[src/hdl/rhsl_pkg.sv]
// Shared constants and types for the RGB to HSL converter.
`default_nettype none

package rhsl_pkg;

  // Width of one color channel.
  localparam int CH_W = 8;

  // Divisor and remainder width: covers 6 * 255, the largest divisor.
  localparam int DIV_W = 11;

  // Lightness is the sum of the largest and smallest channel over this constant.
  localparam int unsigned LIGHT_DEN = 510;

  // Saturation switches divisors at this sum of the largest and smallest channel.
  localparam int unsigned SAT_SPLIT = 255;

  // Reciprocal of LIGHT_DEN scaled by 2^LIGHT_RECIP_SHIFT and rounded up. The
  // multiply and shift give the exact quotient for every numerator below
  // 510 * 510.
  localparam int unsigned LIGHT_RECIP       = 263173;
  localparam int          LIGHT_RECIP_SHIFT = 27;

  // Quotient bits resolved in each divider stage; the last stage takes the rest of OUT_BITS.
  localparam int STEPS_PER_STAGE = 4;

  // Divider lanes.
  localparam int NUM_LANES = 2;
  localparam int LANE_HUE = 0;
  localparam int LANE_SAT = 1;

  // Channel holding the largest value.
  typedef enum logic [1:0] {
    MAX_RED,
    MAX_GREEN,
    MAX_BLUE
  } max_sel_e;

endpackage

`default_nettype wire

[src/hdl/rgb_to_hsl_converter_unit.sv]
// Top level of the pipelined RGB to HSL converter.
//
//   Channel   Dir  Payload (lowest bits first)
//   s_axis    in   red[7:0], green[15:8], blue[23:16]
//   m_axis    out  hue, saturation, lightness, OUT_BITS each, zero fill to bytes
//
// One item per clock while the output is not held. The pipeline is two front
// stages, the divider stages at up to four quotient bits each, and the output
// register. Every stage holds its item while the next is full and stalled, so
// back-pressure loses nothing and bubbles are squeezed out. Reset empties the
// pipeline; no item comes out before one goes in.
`default_nettype none

module rgb_to_hsl_converter_unit #(
  parameter int OUT_BITS = 16
) (
  input  wire logic                    clk_i,
  input  wire logic                    rst_ni,
  input  wire logic                    s_axis_tvalid,
  output logic                         s_axis_tready,
  // red, green, blue from bit 0 up
  input  wire logic [23:0]             s_axis_tdata,
  output logic                         m_axis_tvalid,
  input  wire logic                    m_axis_tready,
  // hue, saturation, lightness from bit 0 up, zero fill at the top
  output logic [((3*OUT_BITS+7)/8)*8-1:0] m_axis_tdata
);

  localparam int OUT_TDATA_W    = ((3 * OUT_BITS + 7) / 8) * 8;
  localparam int NUM_DIV_STAGES =
    (OUT_BITS + rhsl_pkg::STEPS_PER_STAGE - 1) / rhsl_pkg::STEPS_PER_STAGE;
  localparam int LAST_STEPS     =
    OUT_BITS - rhsl_pkg::STEPS_PER_STAGE * (NUM_DIV_STAGES - 1);
  localparam int DW = rhsl_pkg::DIV_W;
  localparam int NL = rhsl_pkg::NUM_LANES;

  logic                          st_valid [NUM_DIV_STAGES+1];
  logic                          st_ready [NUM_DIV_STAGES+1];
  logic                          st_grey  [NUM_DIV_STAGES+1];
  logic [OUT_BITS-1:0]           st_light [NUM_DIV_STAGES+1];
  logic [NL-1:0][DW-1:0]         st_rem   [NUM_DIV_STAGES+1];
  logic [NL-1:0][OUT_BITS-1:0]   st_word  [NUM_DIV_STAGES+1];
  logic [NL-1:0][DW-1:0]         st_den   [NUM_DIV_STAGES+1];

  logic                out_valid_q;
  logic                out_ready;
  logic [OUT_BITS-1:0] hue_q, sat_q, light_q;

  rhsl_front #(
    .OUT_BITS (OUT_BITS)
  ) u_front (
    .clk_i   (clk_i),
    .rst_ni  (rst_ni),
    .valid_i (s_axis_tvalid),
    .ready_o (s_axis_tready),
    .red_i   (s_axis_tdata[7:0]),
    .green_i (s_axis_tdata[15:8]),
    .blue_i  (s_axis_tdata[23:16]),
    .valid_o (st_valid[0]),
    .ready_i (st_ready[0]),
    .grey_o  (st_grey[0]),
    .light_o (st_light[0]),
    .rem_o   (st_rem[0]),
    .word_o  (st_word[0]),
    .den_o   (st_den[0])
  );

  for (genvar k = 0; k < NUM_DIV_STAGES; k++) begin : g_div
    localparam int STEPS_K =
      (k == NUM_DIV_STAGES - 1) ? LAST_STEPS : rhsl_pkg::STEPS_PER_STAGE;

    rhsl_div_stage #(
      .OUT_BITS (OUT_BITS),
      .STEPS    (STEPS_K)
    ) u_stage (
      .clk_i   (clk_i),
      .rst_ni  (rst_ni),
      .valid_i (st_valid[k]),
      .ready_o (st_ready[k]),
      .grey_i  (st_grey[k]),
      .light_i (st_light[k]),
      .rem_i   (st_rem[k]),
      .word_i  (st_word[k]),
      .den_i   (st_den[k]),
      .valid_o (st_valid[k+1]),
      .ready_i (st_ready[k+1]),
      .grey_o  (st_grey[k+1]),
      .light_o (st_light[k+1]),
      .rem_o   (st_rem[k+1]),
      .word_o  (st_word[k+1]),
      .den_o   (st_den[k+1])
    );
  end

  assign out_ready                = !out_valid_q || m_axis_tready;
  assign st_ready[NUM_DIV_STAGES] = out_ready;

  always_ff @(posedge clk_i or negedge rst_ni) begin
    if (!rst_ni) begin
      out_valid_q <= 1'b0;
    end else if (out_ready) begin
      out_valid_q <= st_valid[NUM_DIV_STAGES];
    end
  end

  // A grey pixel has no hue and no saturation; its divider lanes ran on
  // meaningless divisors and are dropped here.
  always_ff @(posedge clk_i) begin
    if (st_valid[NUM_DIV_STAGES] && out_ready) begin
      hue_q   <= st_grey[NUM_DIV_STAGES] ? '0
                                         : st_word[NUM_DIV_STAGES][rhsl_pkg::LANE_HUE];
      sat_q   <= st_grey[NUM_DIV_STAGES] ? '0
                                         : st_word[NUM_DIV_STAGES][rhsl_pkg::LANE_SAT];
      light_q <= st_light[NUM_DIV_STAGES];
    end
  end

  assign m_axis_tvalid = out_valid_q;
  assign m_axis_tdata  = OUT_TDATA_W'({light_q, sat_q, hue_q});

  // The input side only stalls when the output register is full and held.
  a_stall_from_output : assert property (@(posedge clk_i) disable iff (!rst_ni)
    !s_axis_tready |-> (m_axis_tvalid && !m_axis_tready))
    else $error("input stalled without output back-pressure");

  // Any nonzero hue needs a colored pixel, which has nonzero saturation.
  a_hue_needs_sat : assert property (@(posedge clk_i) disable iff (!rst_ni)
    (m_axis_tvalid && hue_q != '0) |-> (sat_q != '0))
    else $error("hue without saturation");

  // The pipeline is empty right after reset.
  a_empty_after_reset : assert property (@(posedge clk_i) disable iff (!rst_ni)
    (rst_ni && !$past(rst_ni)) |-> !m_axis_tvalid)
    else $error("item present right after reset");

endmodule

`default_nettype wire

[src/hdl/rhsl_front.sv]
// Front end: channel extremes, hue numerator, divider operands and lightness.
`default_nettype none

module rhsl_front #(
  parameter int OUT_BITS = 16
) (
  input  wire logic                                           clk_i,
  input  wire logic                                           rst_ni,
  input  wire logic                                           valid_i,
  output logic                                                ready_o,
  input  wire logic [rhsl_pkg::CH_W-1:0]                      red_i,
  input  wire logic [rhsl_pkg::CH_W-1:0]                      green_i,
  input  wire logic [rhsl_pkg::CH_W-1:0]                      blue_i,
  output logic                                                valid_o,
  input  wire logic                                           ready_i,
  output logic                                                grey_o,
  output logic [OUT_BITS-1:0]                                 light_o,
  output logic [rhsl_pkg::NUM_LANES-1:0][rhsl_pkg::DIV_W-1:0] rem_o,
  output logic [rhsl_pkg::NUM_LANES-1:0][OUT_BITS-1:0]        word_o,
  output logic [rhsl_pkg::NUM_LANES-1:0][rhsl_pkg::DIV_W-1:0] den_o
);

  localparam int XW = rhsl_pkg::DIV_W + OUT_BITS;
  localparam int CW = rhsl_pkg::CH_W;
  localparam int DW = rhsl_pkg::DIV_W;
  localparam int PW = CW + 1 + rhsl_pkg::LIGHT_RECIP_SHIFT;
  localparam int LW = CW + 1 + OUT_BITS;

  localparam int unsigned FRAC_FULL = (32'd1 << OUT_BITS) - 32'd1;
  localparam int unsigned LIGHT_F   = FRAC_FULL / rhsl_pkg::LIGHT_DEN;
  localparam int unsigned LIGHT_R   = FRAC_FULL % rhsl_pkg::LIGHT_DEN;
  localparam int unsigned LIGHT_K   = LIGHT_R * rhsl_pkg::LIGHT_RECIP;

  // Stage 1: find the extremes.
  logic                 v1_q;
  logic                 ready1;
  logic [CW-1:0]        red1_q, green1_q, blue1_q, mx1_q, mn1_q;
  logic [CW-1:0]        mx1_d, mn1_d;
  rhsl_pkg::max_sel_e   sel1_q, sel1_d;

  // Stage 2: operands.
  logic                 v2_q;
  logic                 ready2;
  logic                 grey2_q;
  logic [OUT_BITS-1:0]  light2_q, light2;
  logic [rhsl_pkg::NUM_LANES-1:0][DW-1:0]       rem2_q, rem2_d;
  logic [rhsl_pkg::NUM_LANES-1:0][OUT_BITS-1:0] word2_q, word2_d;
  logic [rhsl_pkg::NUM_LANES-1:0][DW-1:0]       den2_q, den2_d;

  logic [CW-1:0] d2;
  logic [CW:0]   s2;
  logic [DW-1:0] sixd2, num2;
  logic [CW-1:0] sat_den2;
  logic [XW-1:0] sat_x2;
  logic [PW-1:0] light_m2;
  logic [LW-1:0] light_f2, light_sum2;

  assign ready2  = !v2_q || ready_i;
  assign ready1  = !v1_q || ready2;
  assign ready_o = ready1;

  always_comb begin
    mx1_d = red_i;
    mn1_d = red_i;
    if (green_i > mx1_d) mx1_d = green_i;
    if (blue_i > mx1_d) mx1_d = blue_i;
    if (green_i < mn1_d) mn1_d = green_i;
    if (blue_i < mn1_d) mn1_d = blue_i;
    // Ties favor red, then green.
    priority if (red_i >= green_i && red_i >= blue_i) begin
      sel1_d = rhsl_pkg::MAX_RED;
    end else if (green_i >= blue_i) begin
      sel1_d = rhsl_pkg::MAX_GREEN;
    end else begin
      sel1_d = rhsl_pkg::MAX_BLUE;
    end
  end

  always_ff @(posedge clk_i or negedge rst_ni) begin
    if (!rst_ni) begin
      v1_q <= 1'b0;
    end else if (ready1) begin
      v1_q <= valid_i;
    end
  end

  always_ff @(posedge clk_i) begin
    if (valid_i && ready1) begin
      red1_q   <= red_i;
      green1_q <= green_i;
      blue1_q  <= blue_i;
      mx1_q    <= mx1_d;
      mn1_q    <= mn1_d;
      sel1_q   <= sel1_d;
    end
  end

  always_comb begin
    d2    = mx1_q - mn1_q;
    s2    = {1'b0, mx1_q} + {1'b0, mn1_q};
    sixd2 = (DW'(d2) << 2) + (DW'(d2) << 1);
    // The numerator always lands in [0, 6d); the arithmetic wraps modulo
    // the operand width on the way there.
    unique case (sel1_q)
      rhsl_pkg::MAX_RED: begin
        if (green1_q >= blue1_q) begin
          num2 = DW'(green1_q) - DW'(blue1_q);
        end else begin
          num2 = sixd2 + DW'(green1_q) - DW'(blue1_q);
        end
      end
      rhsl_pkg::MAX_GREEN: num2 = (DW'(d2) << 1) + DW'(blue1_q) - DW'(red1_q);
      rhsl_pkg::MAX_BLUE:  num2 = (DW'(d2) << 2) + DW'(red1_q) - DW'(green1_q);
      default:             num2 = '0;
    endcase
    if (s2 < (CW+1)'(rhsl_pkg::SAT_SPLIT)) begin
      sat_den2 = s2[CW-1:0];
    end else begin
      sat_den2 = CW'((CW+1)'(rhsl_pkg::LIGHT_DEN) - s2);
    end
    // x * (2^N - 1) as a shift and a subtract.
    sat_x2   = (XW'(d2) << OUT_BITS) - XW'(d2);

    // With 2^N - 1 = 510 * F + R, lightness is s * F + floor(s * R / 510);
    // the small quotient comes from a multiply by the scaled reciprocal.
    light_m2   = PW'(s2) * PW'(LIGHT_K);
    light_f2   = LW'(s2) * LW'(LIGHT_F);
    light_sum2 = light_f2 + LW'(light_m2[PW-1:rhsl_pkg::LIGHT_RECIP_SHIFT]);
    light2     = light_sum2[OUT_BITS-1:0];

    rem2_d[rhsl_pkg::LANE_HUE]   = num2;
    word2_d[rhsl_pkg::LANE_HUE]  = '0;
    den2_d[rhsl_pkg::LANE_HUE]   = sixd2;
    rem2_d[rhsl_pkg::LANE_SAT]   = sat_x2[XW-1:OUT_BITS];
    word2_d[rhsl_pkg::LANE_SAT]  = sat_x2[OUT_BITS-1:0];
    den2_d[rhsl_pkg::LANE_SAT]   = DW'(sat_den2);
  end

  always_ff @(posedge clk_i or negedge rst_ni) begin
    if (!rst_ni) begin
      v2_q <= 1'b0;
    end else if (ready2) begin
      v2_q <= v1_q;
    end
  end

  always_ff @(posedge clk_i) begin
    if (v1_q && ready2) begin
      grey2_q  <= (d2 == '0);
      light2_q <= light2;
      rem2_q   <= rem2_d;
      word2_q  <= word2_d;
      den2_q   <= den2_d;
    end
  end

  assign valid_o = v2_q;
  assign grey_o  = grey2_q;
  assign light_o = light2_q;
  assign rem_o   = rem2_q;
  assign word_o  = word2_q;
  assign den_o   = den2_q;

endmodule

`default_nettype wire

[src/hdl/rhsl_div_stage.sv]
// One pipeline stage of the hue and saturation restoring dividers, STEPS quotient bits each.
`default_nettype none

module rhsl_div_stage #(
  parameter int OUT_BITS = 16,
  parameter int STEPS    = 4
) (
  input  wire logic                                                clk_i,
  input  wire logic                                                rst_ni,
  input  wire logic                                                valid_i,
  output logic                                                     ready_o,
  input  wire logic                                                grey_i,
  input  wire logic [OUT_BITS-1:0]                                 light_i,
  input  wire logic [rhsl_pkg::NUM_LANES-1:0][rhsl_pkg::DIV_W-1:0] rem_i,
  input  wire logic [rhsl_pkg::NUM_LANES-1:0][OUT_BITS-1:0]        word_i,
  input  wire logic [rhsl_pkg::NUM_LANES-1:0][rhsl_pkg::DIV_W-1:0] den_i,
  output logic                                                     valid_o,
  input  wire logic                                                ready_i,
  output logic                                                     grey_o,
  output logic [OUT_BITS-1:0]                                      light_o,
  output logic [rhsl_pkg::NUM_LANES-1:0][rhsl_pkg::DIV_W-1:0]      rem_o,
  output logic [rhsl_pkg::NUM_LANES-1:0][OUT_BITS-1:0]             word_o,
  output logic [rhsl_pkg::NUM_LANES-1:0][rhsl_pkg::DIV_W-1:0]      den_o
);

  localparam int DW = rhsl_pkg::DIV_W;

  logic                                         valid_q;
  logic                                         grey_q;
  logic [OUT_BITS-1:0]                          light_q;
  logic [rhsl_pkg::NUM_LANES-1:0][DW-1:0]       rem_q, rem_d;
  logic [rhsl_pkg::NUM_LANES-1:0][OUT_BITS-1:0] word_q, word_d;
  logic [rhsl_pkg::NUM_LANES-1:0][DW-1:0]       den_q;

  assign ready_o = !valid_q || ready_i;

  // The word register shifts the low dividend bits out at the top and the
  // quotient bits in at the bottom; after all steps it holds the quotient.
  always_comb begin
    logic [DW:0] trial;
    rem_d  = rem_i;
    word_d = word_i;
    for (int l = 0; l < rhsl_pkg::NUM_LANES; l++) begin
      for (int k = 0; k < STEPS; k++) begin
        trial     = {rem_d[l], word_d[l][OUT_BITS-1]};
        word_d[l] = word_d[l] << 1;
        if (trial >= {1'b0, den_i[l]}) begin
          trial        = trial - {1'b0, den_i[l]};
          word_d[l][0] = 1'b1;
        end
        rem_d[l] = trial[DW-1:0];
      end
    end
  end

  always_ff @(posedge clk_i or negedge rst_ni) begin
    if (!rst_ni) begin
      valid_q <= 1'b0;
    end else if (ready_o) begin
      valid_q <= valid_i;
    end
  end

  always_ff @(posedge clk_i) begin
    if (valid_i && ready_o) begin
      grey_q  <= grey_i;
      light_q <= light_i;
      rem_q   <= rem_d;
      word_q  <= word_d;
      den_q   <= den_i;
    end
  end

  assign valid_o = valid_q;
  assign grey_o  = grey_q;
  assign light_o = light_q;
  assign rem_o   = rem_q;
  assign word_o  = word_q;
  assign den_o   = den_q;

endmodule

`default_nettype wire

[config.mk]
export PLATFORM = sky130hd
export DESIGN_NAME = rgb_to_hsl_converter_unit
export DESIGN_NICKNAME = d
export VERILOG_FILES = /design/src/hdl/rhsl_pkg.sv /design/src/hdl/rgb_to_hsl_converter_unit.sv /design/src/hdl/rhsl_front.sv /design/src/hdl/rhsl_div_stage.sv
export SDC_FILE = /design/constraint.sdc
export NUM_CORES = 1
export LEC_CHECK = 0
export BUFFER_PORTS_ARGS = -buffer_cell sky130_fd_sc_hd__buf_2
export CAP_MARGIN = 25
export CORE_UTILIZATION = 50
export CTS_CLUSTER_DIAMETER = 150
export CTS_CLUSTER_SIZE = 28
export DETAILED_ROUTE_END_ITERATION = 10
export HOLD_SLACK_MARGIN = 0.06
export PLACE_DENSITY = 0.64
export REMOVE_ABC_BUFFERS = 1
export SYNTH_ARGS = -nofsm -noshare
export SYNTH_HDL_FRONTEND = slang
export SYNTH_SLANG_ARGS = --single-unit
export TNS_END_PERCENT = 100
[constraint.sdc]
create_clock -name clk_i -period 28.5 [get_ports clk_i]
set_input_delay 4.275 -clock clk_i [delete_from_list [all_inputs] [get_ports clk_i]]
set_output_delay 4.275 -clock clk_i [all_outputs]
set_load 0.01 [all_outputs]
# Word level (Yosys, flattened, before mapping)
# Cells that the tools add are included.
[word_totals]
ff_bits = 464
inputBits = 28
out_inout_bits = 50
[classes]
add_sub_neg = 43
multipliers = 1
order_cmp = 41
eq_ne = 2
n_mux = 70
n_reduce_logical = 24
[op_table]
columns = ["operator", "count"]
rows = [
  ["11-bit 2-to-1 mux", 31],
  ["11-bit by 8-bit subtractor with 11-bit output", 18],
  ["12-bit by 11-bit greater-or-equal comparator with 1-bit output", 16],
  ["12-bit by 8-bit greater-or-equal comparator with 1-bit output", 16],
  ["11-bit subtractor", 15],
  ["8-bit 2-to-1 mux", 5],
  ["9-bit by 27-bit multiplier with 36-bit output (second input constant)", 1],
  ["11-bit one-hot mux with 3 select lines", 1],
  ["8-bit greater-or-equal comparator", 4],
  ["1-bit 2-to-1 mux", 32],
  ["24-bit by 8-bit subtractor with 25-bit output", 1],
  ["16-bit by 9-bit adder with 16-bit output", 1],
  ["8-bit greater-than comparator", 2],
  ["8-bit < comparator", 2],
  ["10-bit by 8-bit adder with 11-bit output", 1],
  ["10-bit by 9-bit adder with 11-bit output", 1],
  ["11-bit by 8-bit adder with 11-bit output", 1],
  ["9-bit by 8-bit adder with 10-bit output", 1],
  ["8-bit by 8-bit adder with 9-bit output", 1],
  ["9-bit by 8-bit < comparator with 1-bit output (second input constant)", 1],
  ["8-bit by 8-bit subtractor with 9-bit output", 1],
  ["1-bit logical AND", 8],
  ["8-bit logical NOT", 1],
  ["8-bit subtractor", 1],
  ["other kinds (7)", 19],
]

# Depth between registers and ports, before layout
# Gate-level depths: netlist (run 1).
[logic_depth]
depth_word = 9
ltp_mapped = 46

# By module
# From an unflattened synthesis (run 1), not the netlist that was laid out.
[unflattened]
cells_unflattened = 3967
hier_area_um2 = 41786.3
[by_module_without_submodules]
columns = ["module", "n_inst", "cells_per_inst", "area_per_inst_um2"]
rows = [
  ["rhsl_div_stage at g_div[0].u_stage ...", 2, 768, 7895.1],
  ["rhsl_div_stage at g_div[1].u_stage ...", 2, 761, 7796.2],
  ["rhsl_front", 1, 822, 8695.8],
  ["rgb_to_hsl_converter_unit", 1, 87, 1707.9],
]

# Worst setup path after synthesis (run 1)
# No wires, ideal clock.
[synth_timing]
path_kind = "flip-flop to flip-flop"
startpoint = "register g_div[1].u_stage.den_q (netlist bit g_div[1].u_stage.den_o[2])"
endpoint = "register g_div[2].u_stage.rem_q (netlist bit g_div[2].u_stage.rem_o[10]), data pin"
setup_time_ns = 0.260
arrival_ns = 9.096
required_time_ns = 28.240
slack_ns = 19.144
path_stages_with_launch = 43
period_less_slack_ns = 9.356
path_cell_list = "edfxtp_1 inv_1 ha_1 nor2b_1 o31a_1 o21ai_0 a21oi_1 a31oi_1 clkbuf_1 mux2i_1 ha_1 o21a_1 o31a_1 o31ai_1 a21oi_1 or3_1 o211ai_1 o211a_1 (+7 left out) nor2_1 o21ai_0 a21o_1 o221ai_1 and2_1 clkbuf_1 mux2_2 ha_1 inv_1 a21oi_1 o21ai_0 a21oi_1 o21ai_0 nand2b_1 a22o_1 a2111o_1 nor2_2 mux2_2"
[synth_rtl]
columns = ["item", "line_no", "text"]
rows = [
  ["from (decl)", "rhsl_div_stage.sv:33", "logic [rhsl_pkg::NUM_LANES-1:0][DW-1:0] den_q;"],
  ["from (signal assigned)", "rhsl_div_stage.sv:70", "den_q <= den_i;"],
  ["to (signal assigned)", "rhsl_div_stage.sv:68", "rem_q <= rem_d;"],
  ["to (decl)", "rhsl_div_stage.sv:31", "logic [rhsl_pkg::NUM_LANES-1:0][DW-1:0] rem_q, rem_d;"],
]

==> results.cfg, run 1 <==
[outcome]
result_of_the_run = finished clean

[timing]
report.final.hold_viol_count = 0
slew_limit_headroom_pct = 32.5
final-max-slew-violation-count = 0
setup_violations_final = 0
rsz0062_at_grt = false
clock-skew-final_ns = 0.0346
period_minus_slack_ns = 10.84
tns_ns = 0
finalHoldWorstSlack_ns = 0.409
fmax_mhz = 92.3
finalCritPeriodShare_pct = 38.0
slew_at_the_pin_closest_to_its_max_slew_limit_ns = 1.01
final_critical_path_setup_slack_ns = 17.66

[worst_setup_path]
path_buf_inv = 2
rr_endpoint = g_div[2].u_stage.rem_o[5]
r2r_slack_ns = 17.66
crit_path_leading_delay_family = compound AO/OA/AOI/OAI gates
timing.critical_path.from_type = flop
reg2reg_depth = 40
cp.depth = 40
criticalPathCategory = reg -> reg
cp-startpoint = g_div[1].u_stage.den_o[2]
timing.critical_path.to = g_div[2].u_stage.rem_o[5]
rr_startpoint = g_div[1].u_stage.den_o[2]
critPathArrivalTime_ns = 11.14
worst_setup_path_end_kind = flop
cpPeakStageDelay_ns = 0.57
timing.critical_path.fanout_max = 17
crit_path_top_delay_cell = sky130_fd_sc_hd__o211a_1
crit_required_ns = 28.81
timing.critical_path.mode_cell = sky130_fd_sc_hd__o21ai_0

[logic_synthesis]
post_synth_inst_count = 3341
top_flip_flop_cell_by_instance_count_after_synthesis = sky130_fd_sc_hd__edfxtp_1
synth_largest_area_cell = sky130_fd_sc_hd__edfxtp_1
syn_area_sq_um = 34300
synth-async-reset-ratio_pct = 1.58
synthesis.yosys.warnings = 0
synth_seq_area_share_pct = 38.8
synth-edff-count = 437
yosys_register_bits = 444
netlist.area_leader.share_pct = 38.3
synth_area_per_cell_sq_um = 10.3
netlist_top_cells_area = sky130_fd_sc_hd__edfxtp_1, sky130_fd_sc_hd__ha_1, sky130_fd_sc_hd__xnor2_1
yosys.cell_types.count = 94

[clock_network]
postCtsResizedCells = 0
numClockSinks = 444
cts_hold_buf = 0
cts.repair_timing.setup_buffer_count = 0
cts_tree = done
clock_path_buffers = 3
htree_depth = 1
root_buffer = sky130_fd_sc_hd__clkbuf_16
cts_buffers = 20
clkLatencyLatePin_ns = 0.57
clk_pin_slew_ns = 0.12

[detailed_routing]
detail-route-antenna-nets = 0
first_iter_violations = 1648
finalWirelength_microns = 79800
route.vias.total = 25077
number_of_drc_violations_after_detailed_routing = 0
drt-wirelength-per-cell_microns = 18.6
average_via_count_per_standard_cell = 5.84
count_of_tritonroute_iterations_in_the_first_routing_pass = 6

[grt]
grt_pass1_wl_microns = 128000
initial_antenna_violation_count = 0
track_usage_pct = 22.5
grt_pass1_vias = 24600
grt_start_max_net_pins = 71
gr_overflow_total = 0

[floorplan]
design.portCount = 78
die_area_sq_um = 69700
die_w_microns = 264
initial_core_utilization_pct = 50.8
coreArea_sq_um = 67500
rows = 95
die_h_microns = 264

[worst_hold_path]
holdPathStages = 0
worstHoldPathType = reg -> reg

[place]
pre_cts_slack_ns = 17.87
detailed_place_hpwl_microns = 61800
final_replace_weighted_congestion = 0.937
port_buffers = 77

[layout]
post_route_cells_drive_above_1_share_pct = 8.51
fin_nets = 3876
area.growth.synth_to_final_pct = 6.02
n_antenna_cell = 0

[run]
cap_viol_max_count = 0
## cells in the final DEF, fill, tap and decap left out, types with 104 or more instances in the layout
cell | synthesis | routed
sky130_fd_sc_hd__mux2_2 | 104 | 104
sky130_fd_sc_hd__ha_1 | 396 | 396
sky130_fd_sc_hd__a21oi_1 | 238 | 238
sky130_fd_sc_hd__nor2b_1 | 109 | 107
sky130_fd_sc_hd__nand2_1 | 174 | 174
sky130_fd_sc_hd__o21ai_0 | 180 | 180
sky130_fd_sc_hd__edfxtp_1 | 437 | 437
sky130_fd_sc_hd__nor2_1 | 219 | 219
sky130_fd_sc_hd__xnor2_1 | 173 | 173
sky130_fd_sc_hd__inv_1 | 279 | 279
## worst register-to-register path: cells and delay by family (launching register included)
family	cells	cell delay (ns)
adders and majority gates	4	1.30
AOI/OAI and AO/OA	23	5.55
and+or+nand+nor	9	2.10
DFF	1	0.56
muxes	2	0.69
buffers and inverters	2	0.41
## cells in the mapped netlist (66+ instances only)
library cell and n:
sky130_fd_sc_hd__o21a_1 66, sky130_fd_sc_hd__a21oi_1 238, sky130_fd_sc_hd__xor2_1 79, sky130_fd_sc_hd__o21ai_0 180
sky130_fd_sc_hd__edfxtp_1 437, sky130_fd_sc_hd__nor2b_1 109, sky130_fd_sc_hd__mux2_2 104, sky130_fd_sc_hd__xnor2_1 173
sky130_fd_sc_hd__ha_1 396, sky130_fd_sc_hd__a21o_1 97, sky130_fd_sc_hd__inv_1 279, sky130_fd_sc_hd__nand2b_1 69
sky130_fd_sc_hd__nor2_1 219, sky130_fd_sc_hd__nand2_1 174
## flip-flops by register name (all words and copies together), names as in the netlist, 13 cells and up
signal / flops
g_div.u_stage.word_o: 101
g_div.u_stage.light_o: 64
g_div.u_stage.rem_o: 63
g_div.u_stage.den_o: 48
u_front.rem_o: 20
u_front.den_o: 17
hue_q: 16
light_q: 16
sat_q: 16
u_front.light_o: 16
u_front.word_o: 13
## layout make-up
class                           count  area [sq um]
Clock buffer                       26           544
Clock inverter                      3          43.8
Fill cell                        5916         31100
Inverter                          285          1070
Multi-Input combinational cell   2562         19800
Sequential cell                   444         13300
Tap cell                          873          1090
Timing Repair Buffer               98           556
## per-stage QoR
stage | std cells | util (%) | instance area (sq um)
global placement | 4261 | 53.0 | 35800
finish | 4291 | 53.9 | 36400
floorplan | 3291 | - | 34100
detailed placement | 4261 | 53.0 | 35800
CTS | 4290 | 53.8 | 36300
global route | 4291 | 53.9 | 36400
## worst min-delay path by stage
stage	slack, ns	from	to
2_1_floorplan	0.40	u_front.grey_o	g_div[0].u_stage.grey_o
3_3_place_gp	0.40	g_div[2].u_stage.light_o[14]	g_div[3].u_stage.light_o[14]
3_5_place_dp	0.40	u_front.word_o[21]	g_div[0].u_stage.word_o[25]
4_1_cts	0.41	g_div[2].u_stage.light_o[1]	g_div[3].u_stage.light_o[1]
5_1_grt	0.42	g_div[0].u_stage.word_o[2]	g_div[1].u_stage.word_o[6]
6_report	0.41	g_div[0].u_stage.word_o[2]	g_div[1].u_stage.word_o[6]
## per-layer routing
layer / vias to the layer above / global-route usage, % / routed length, microns
met4: 0 / 5.41 / 1660
met5: - / 0 / 0
met2: 631 / 37.5 / 36600
li1: 12389 / - / -
met3: 103 / 2.54 / 3950
met1: 11954 / 31.3 / 37500
## cells by family after synthesis
logic type      after synthesis  share of synthesized area [%]
compound gates              847                           15.8
xor+xnor                    252                           6.43
fa+ha+maj                   437                           16.8
buf+inv                     335                           3.73
simple gates                852                           12.8
flops                       444                           38.8
other cells                   1                         0.0109
mux                         173                           5.58
Power of run 1 is not shown: default switching activity piles up to over one toggle a cycle in this logic, so the estimate is an artifact.
==> run 2, diff against run 1 <==
PLACE_DENSITY = 0.67   (was 0.64)
clock period = 8.7 ns   (was 28.5 ns; I/O delays follow)
==> results.cfg, run 2 (same netlist as run 1, synthesis figures left out) <==
[outcome]
result_of_the_run = finished clean

[layout]
post_route_cells_drive_above_1_share_pct = 16.9
commonest_cells_after_routing_fill_and_taps_aside = sky130_fd_sc_hd__edfxtp_1, sky130_fd_sc_hd__ha_1, sky130_fd_sc_hd__buf_4
largest_reg_flops = 101
post-route-util_pct = 57.4
area.growth.synth_to_final_pct = 13.0
layout_commonest_cell = sky130_fd_sc_hd__edfxtp_1
n_antenna_cell = 0
finish.cell_count_without_fillers = 4557
fin_nets = 4139

[worst_setup_path]
crit_path_top_delay_cell = sky130_fd_sc_hd__edfxtp_1
worst_setup_path_end_kind = flop
critPathArrivalTime_ns = 8.78
timing.critical_path.mode_cell = sky130_fd_sc_hd__a21oi_1
cpPeakStageDelay_ns = 0.54
timing.critical_path.fanout_max = 6
criticalPathCategory = reg -> reg
timing.critical_path.from_type = flop
crit_required_ns = 9.12

[timing]
tns_ns = 0
report.final.hold_viol_count = 0
slew_at_the_pin_closest_to_its_max_slew_limit_ns = 0.957
setup_violations_final = 0
clock-skew-final_ns = 0.0294
final-max-slew-violation-count = 0
final_critical_path_setup_slack_ns = 0.346
slew_limit_headroom_pct = 36.2
finalCritPeriodShare_pct = 96.0
fmax_mhz = 120
period_minus_slack_ns = 8.35

[floorplan]
rows = 95
design.portCount = 78
die_area_sq_um = 69700
die_h_microns = 264
die_w_microns = 264
initial_core_utilization_pct = 50.8
coreArea_sq_um = 67500

[grt]
track_usage_pct = 22.2
grt_pass1_wl_microns = 126000
initial_antenna_violation_count = 0
gr_overflow_total = 0
grt_pass1_vias = 24474
grt_start_max_net_pins = 69

[detailed_routing]
route.vias.total = 25571
count_of_tritonroute_iterations_in_the_first_routing_pass = 5
drt-wirelength-per-cell_microns = 17.3
finalWirelength_microns = 79100
number_of_drc_violations_after_detailed_routing = 0
detail-route-antenna-nets = 0
average_via_count_per_standard_cell = 5.61
first_iter_violations = 1633

[place]
dp_cells = 4497
pre_cts_slack_ns = -0.260
detailed_place_hpwl_microns = 62300
port_buffers = 77
final_replace_weighted_congestion = 0.910

[run]
cap_viol_max_count = 0

[clock_network]
cts_tree = done
clock_path_buffers = 3
clkLatencyLatePin_ns = 0.58
root_buffer = sky130_fd_sc_hd__clkbuf_16
numClockSinks = 444
htree_depth = 1
clk_pin_slew_ns = 0.11
cts_hold_buf = 0
cts_buffers = 20

[worst_hold_path]
worstHoldPathType = reg -> reg
[run 2: changes by cell type in the layout (fill, tap and decap cells not counted), moves of 5 or more]
cell | previous run | this run
sky130_fd_sc_hd__o21ai_0 | 180 | 145
sky130_fd_sc_hd__o21ai_2 | 0 | 6
sky130_fd_sc_hd__o31ai_1 | 16 | 11
sky130_fd_sc_hd__a21oi_1 | 238 | 223
sky130_fd_sc_hd__o21ai_1 | 9 | 38
sky130_fd_sc_hd__a21boi_1 | 1 | 6
sky130_fd_sc_hd__buf_4 | 20 | 279
sky130_fd_sc_hd__a21boi_0 | 20 | 14
sky130_fd_sc_hd__a21oi_2 | 0 | 14
[run 2: cell type report]
class	instances	area [sq um]
clock buffers	29	566
clock inverters	3	41.3
fillers	5805	28800
inverters	285	1070
multi-input cells	2562	20100
flip-flops and latches	444	13300
well taps	873	1090
repair buffers	361	2550
[run 2: path summary, 6_finish.rpt]
check                                            start  depth (start not counted)  slack (ns)                    endpoint
setup / recovery           g_div[0].u_stage.word_o[20]                         36        0.35  g_div[1].u_stage.rem_o[20]
hold / removal             g_div[3].u_stage.light_o[5]                          0        0.40                  light_q[5]
setup reg to reg           g_div[0].u_stage.word_o[20]                         36        0.35  g_div[1].u_stage.rem_o[20]
hold reg to reg            g_div[3].u_stage.light_o[5]                          0        0.40                  light_q[5]
max in group asynchronous                       rst_ni                          1        7.97    g_div[1].u_stage.valid_o
min in group asynchronous                       rst_ni                          1        0.56                u_front.v1_q
[run 2: critical path, delay by kind of cell (launching register included)]
kind	cells	cell delay, ns
AND/OR/NAND/NOR	12	2.36
adder cells (fa/ha/maj)	5	1.67
flip-flops	1	0.54
buffers and inverters	2	0.18
AO/OA/AOI/OAI	15	2.64
multiplexers	2	0.81
[run 2: what timing repair did]
| action | CTS | global route |
|---|---|---|
| gates resized for setup | 14 | 110 |
| setup endpoints to repair | 24 | 69 |
| buffers inserted | 1 | 25 |
| pin swaps | 2 | 28 |
[run 2: per-layer routing]
layer  up-vias  track usage [%]  routed length (microns)
met5         -                0                        0
met4         0             4.20                     1440
li1      12924                -                        -
met2       494             37.9                    37300
met1     12074             31.0                    37600
met3        79             1.59                     2740
[run 2: stage by stage]
stage / hold WS (ns) / cell area [sq um]
2_1_floorplan: 0.400 / 34100
3_3_place_gp: 0.400 / 37500
3_5_place_dp: 0.405 / 37500
4_1_cts: 0.409 / 38200
5_1_grt: 0.425 / 38700
6_report: 0.404 / 38700
Power of run 2 is left out for the same reason.
